<file path="src/rtl/bba_ram.sv">
// ----------------------------------------------------------------------------
// bba_ram
// Generic simple dual-port RAM: one write port, one read port with a
// registered read.
// ----------------------------------------------------------------------------
`default_nettype none

module bba_ram #(
  parameter int WIDTH = 32,
  parameter int DEPTH = 128,
  localparam int AW   = (DEPTH > 1) ? $clog2(DEPTH) : 1
) (
  input  wire logic             clk,
  input  wire logic             we,
  input  wire logic [AW-1:0]    waddr,
  input  wire logic [WIDTH-1:0] wdata,
  input  wire logic [AW-1:0]    raddr,
  output logic      [WIDTH-1:0] rdata
);

  logic [WIDTH-1:0] mem [DEPTH];

  always_ff @(posedge clk) begin
    if (we) begin
      mem[waddr] <= wdata;
    end
    rdata <= mem[raddr];
  end

endmodule

`default_nettype wire

</file>
<file path="config.mk">
export PLATFORM = sky130hd
export DESIGN_NAME = bba_ram
export DESIGN_NICKNAME = d
export VERILOG_FILES = /design/src/rtl/bba_ram.sv
export SDC_FILE = /design/constraint.sdc
export NUM_CORES = 2
export LEC_CHECK = 0
export ABC_CLOCK_PERIOD_IN_PS = 4550
export BUFFER_PORTS_ARGS = -buffer_cell sky130_fd_sc_hd__buf_2
export CORE_MARGIN = 2
export CORE_UTILIZATION = 45
export CTS_CLUSTER_DIAMETER = 200
export DETAILED_ROUTE_END_ITERATION = 6
export PLACE_DENSITY = 0.71
export SYNTH_ARGS = -nofsm -noshare
export SYNTH_HDL_FRONTEND = slang
export SYNTH_SLANG_ARGS = --single-unit
export TNS_END_PERCENT = 1
</file>
<file path="constraint.sdc">
create_clock -name clk -period 4.55 [get_ports clk]
set_input_delay 0.91 -clock clk [delete_from_list [all_inputs] [get_ports clk]]
set_output_delay 0.91 -clock clk [all_outputs]
set_load 0.02 [all_outputs]
</file>
Word-level counts from Yosys, hierarchy flattened. Memories as Yosys holds them, arrays and structs flattened. A register that Yosys moved wholly into a read port is not among the register bits. Cells that the tools add are included.

Bits in registers: 0. RAM bits: 4096. Input port bits: 48. Output and inout bits: 32. Logic and storage cells: 3. Memories: 1.

Memories: mem (words 128, width 32, read ports 1, clocked after memory_dff 1, wr ports 1, line 21) `logic [WIDTH-1:0] mem [DEPTH];`.

Muxes and demuxes: 2.

Operators by type and width (count): 2-to-1 mux 1 bit (2).

Longest topological paths before layout.
Depth in word-level cells: 2. Gate-level depth with buffers: 8. Gate-level depth less buffers: 4.

Worst setup path after synthesis. Ideal clock, no wire load.

Path type: in2reg. From: input we. To: memory mem[98][0] (enable). Library setup time: 0.461 ns. Data arrival time: 3.688 ns. Required time: 4.089 ns. Setup slack: 0.401 ns. Cell stages on the path: 3. Buffers on the path: 1. Path through: clkbuf_1 -> nand4_1 -> nor3_1.

Cells in the longest elaborated chain, start to end: 2.

RTL lines: start, declared (line 14) `input wire logic we,`; 2-to-1 mux 1 bit (line 24) `if (we) begin`; 2-to-1 mux 1 bit (implied by the code) (line 25) `mem[waddr] <= wdata;`; end, declared (line 21).

Every way passes these cells.

==> impl_results.md <==
* Run status: finished, final reports clean
* Worst R2R End: rdata[28]
* Share of power burned in registers at 0.537
* Worst-path fanout max at 30
* Leak pwr at 54.9 nW
* Post-Place Worst Slack at 0.257 ns
* CTS max path bufs at 4
* Die H at 593 um
* Register Area at 124000 sq um
* Top-count cell post-synth: edfxtp_1
* Reg2Reg Depth at 4
* Vias in the first global route at roughly 73000
* Layout Nets at between 6000 and 7000
* RSZ-0062 raised after global routing: false
* Post-DP HPWL at approximately 240000 um
* Clock power share at 0.409
* Top post-synthesis cells by count: edfxtp_1 (4096), mux4_2 (1344), clkbuf_1 (182)
* Cts bufs inserted at between 300 and 400
* WHS Endpoint: mem[46][1]
* Number of flops mapped to enable cells by yosys at between 4000 and 5000
* Post-CTS Setup Inserts at 0
* Period utilization at 0.736
* Post-synthesis sequential area ratio at 0.791
* Critical path class: input port to register
* Vias/cell at 6.37
* Max Slew Vio Count at 0
* Count of final setup violators at 0
* Critical Path Start Type: input port
* TritonCTS clock tree: built
* GRT Util Overall at 0.238
* Main area contributors after synthesis: edfxtp_1 (79%), mux4_2 (19%), clkbuf_1 (0.44%)
* Async set-reset flop share out of synthesis at 0
* Total chip power at 0.0786 W
* Least-Margin Pin Slew at approximately 1.4 ns
* Layout Utilization at 0.518
* # resized after CTS at 0
* Hold Path Cell Cnt at 1
* Hold buffer count at cts at 0
* Largest net degree at the start of global routing at 107
* Fin. Hold Viols at 0
* Routed vias at between 70000 and 80000
* H-tree depth at 5
* # DRC at 0
* TritonRoute pass-1 iters at 5
* Critical Path Sink Type: register
* Worst VDD drop at approximately 0.38 mV
* Synth-to-layout area growth at 14.8%
* Top Ports at 80
* Clk sinks at around 4100
* Crit path time final at 3.35 ns
* Pint at between 0.06 and 0.07 W
* Yosys Warn Count at 0
* Initial antenna violation count at 68
* Net Sw Power at between 0.015 and 0.02 W
* Area leader, netlist: edfxtp_1
* Most used DFF post-synth: edfxtp_1
* IO Port Bufs at between 70 and 80
* CTS root buf: clkbuf_16
* Clock Latency Late Sink at 0.95 ns
* Final setup TNS at 0 ns
* Routed WL per cell at 36.2 um
* Chip Width at approximately 590 um
* Yosys cell types at 17
* Std cell rows at 216
* Worst reg-to-reg setup slack at between 1.5 and 2 ns
* Antenna Nets Post-Route at 0
* Share of layout cells above drive strength 1 at 0.371
* CORE AREA at 346000 sq um
* Setup WS post-layout at 1.20 ns
* Synth Register Bits at between 4000 and 5000
* GRT overflow at 0
* HP Class: input port to register
* Min-delay src: wdata[1]
* Initial Util at 0.452
* FF-to-FF Start: mem[63][28]
* Global-route wire length before repair at ~580000 um
* Die area at ~350000 sq um
* RD Place Congestion at between 0.8 and 0.9
* Syn nets at approximately 6000
* Area of the multi-input gates at ~32000 sq um
* # Max-Cap Violations at 0
* Number of fill cells at 25400
* Worst Path Arrival at 4.15 ns
* Routed WL at ~420000 um
* Share of the synthesized area in the top cell type at 0.787
* Worst Path Required at roughly 5.4 ns
* Synthesized area at 156000 sq um
* Initial drt markers at around 12000
* Pwr dens at 438 nW/um^2
* Clock-pin transition on the worst setup and hold timing paths at roughly 0.06 ns
* Mapped Cells at 5990
* Net Sw Frac at 0.214
* Fmax achieved at roughly 0.3 GHz
* Slew headroom at 0.0718
* Clock skew at 0.0473 ns
* Comb pwr share at 0.054
* Syn Area/Cell at ~26 sq um
==> per-stage QoR <==
| step | cells | instance area [sq um] | hold WS (ns) |
|---|---|---|---|
| 4_1_cts | 11500 | 179000 | 0.461 |
| 3_5_place_dp | 10700 | 167000 | 1.12 |
| 5_1_grt | 11500 | 179000 | 0.516 |
| 6_report | 11500 | 179000 | 0.512 |
| 2_1_floorplan | 5990 | 156000 | 1.01 |
| 3_3_place_gp | 10700 | 167000 | 1.13 |
==> cells in the final DEF, fill, tap and decap left out, types with 11 or more instances in the layout <==
master         n
clkinvlp_4    20
nor2_4       119
clkinv_1      83
clkbuf_16    396
buf_2         41
diode_2       78
buf_12       112
edfxtp_1    4096
mux4_2      1344
buf_4        330
clkbuf_1      74
mux2_2        32
nand2_1       11
dfxtp_1       32
clkinv_2      69
bufinv_16     36
==> how the worst max path moves through the flow <==
stage / from / end / slack (ns) / depth (start not counted)
2_1_floorplan: we / mem[98][0] / 0.40 / 3
3_3_place_gp: raddr[0] / rdata[28] / 0.26 / 8
3_5_place_dp: raddr[0] / rdata[28] / 0.26 / 8
4_1_cts: raddr[0] / rdata[28] / 1.23 / 8
5_1_grt: raddr[0] / rdata[30] / 1.12 / 7
6_report: raddr[0] / rdata[28] / 1.20 / 8
==> power groups by stage <==
stage / registers, W / clock network (W) / logic [W]
2_1_floorplan: 0.0429 / 0 / 0.00203
3_3_place_gp: 0.0430 / 0 / 0.00413
3_5_place_dp: 0.0430 / 0 / 0.00421
4_1_cts: 0.0422 / 0.0325 / 0.00423
5_1_grt: 0.0422 / 0.0339 / 0.00438
6_report: 0.0422 / 0.0321 / 0.00426
==> state kept, by name (all words and copies together) (netlist names) <==
signal and flops:
rdata 32, mem 4096
==> area by class of cell <==
cell class / instances / area share
diodes: 78 / 0.00109
flip-flops and latches: 4128 / 0.689
well taps: 4578 / 0.0319
clock buffers: 480 / 0.0576
multi-input cells: 1546 / 0.180
clock inverters: 233 / 0.0123
repair buffers: 486 / 0.0277
==> metal layers <==
layer / vias up / routed length, um / global-route usage
li1: 27600 / - / -
met1: 39700 / 148000 / 0.322
met2: 5262 / 200000 / 0.376
met3: 785 / 50900 / 0.0510
met4: 30 / 19000 / 0.102
met5: - / 185 / 0
==> critical path: stages <==
cell and delay [ns]:
buf_12 0.31, buf_12 0.20, buf_12 0.26, buf_4 0.25, mux4_2 0.52, mux4_2 0.55
mux4_2 0.69, mux2_2 0.35
==> logic make-up (layout without fill, tap and decap cells) <==
family	Yosys count	in the layout	synth area share
DFF	4128	4128	0.791
muxes	1376	1376	0.196
buffers and inverters	316	1199	0.00839
and+or+nand+nor	170	170	0.00446
other	0	78	0
Power figures use the tool's default switching activity.
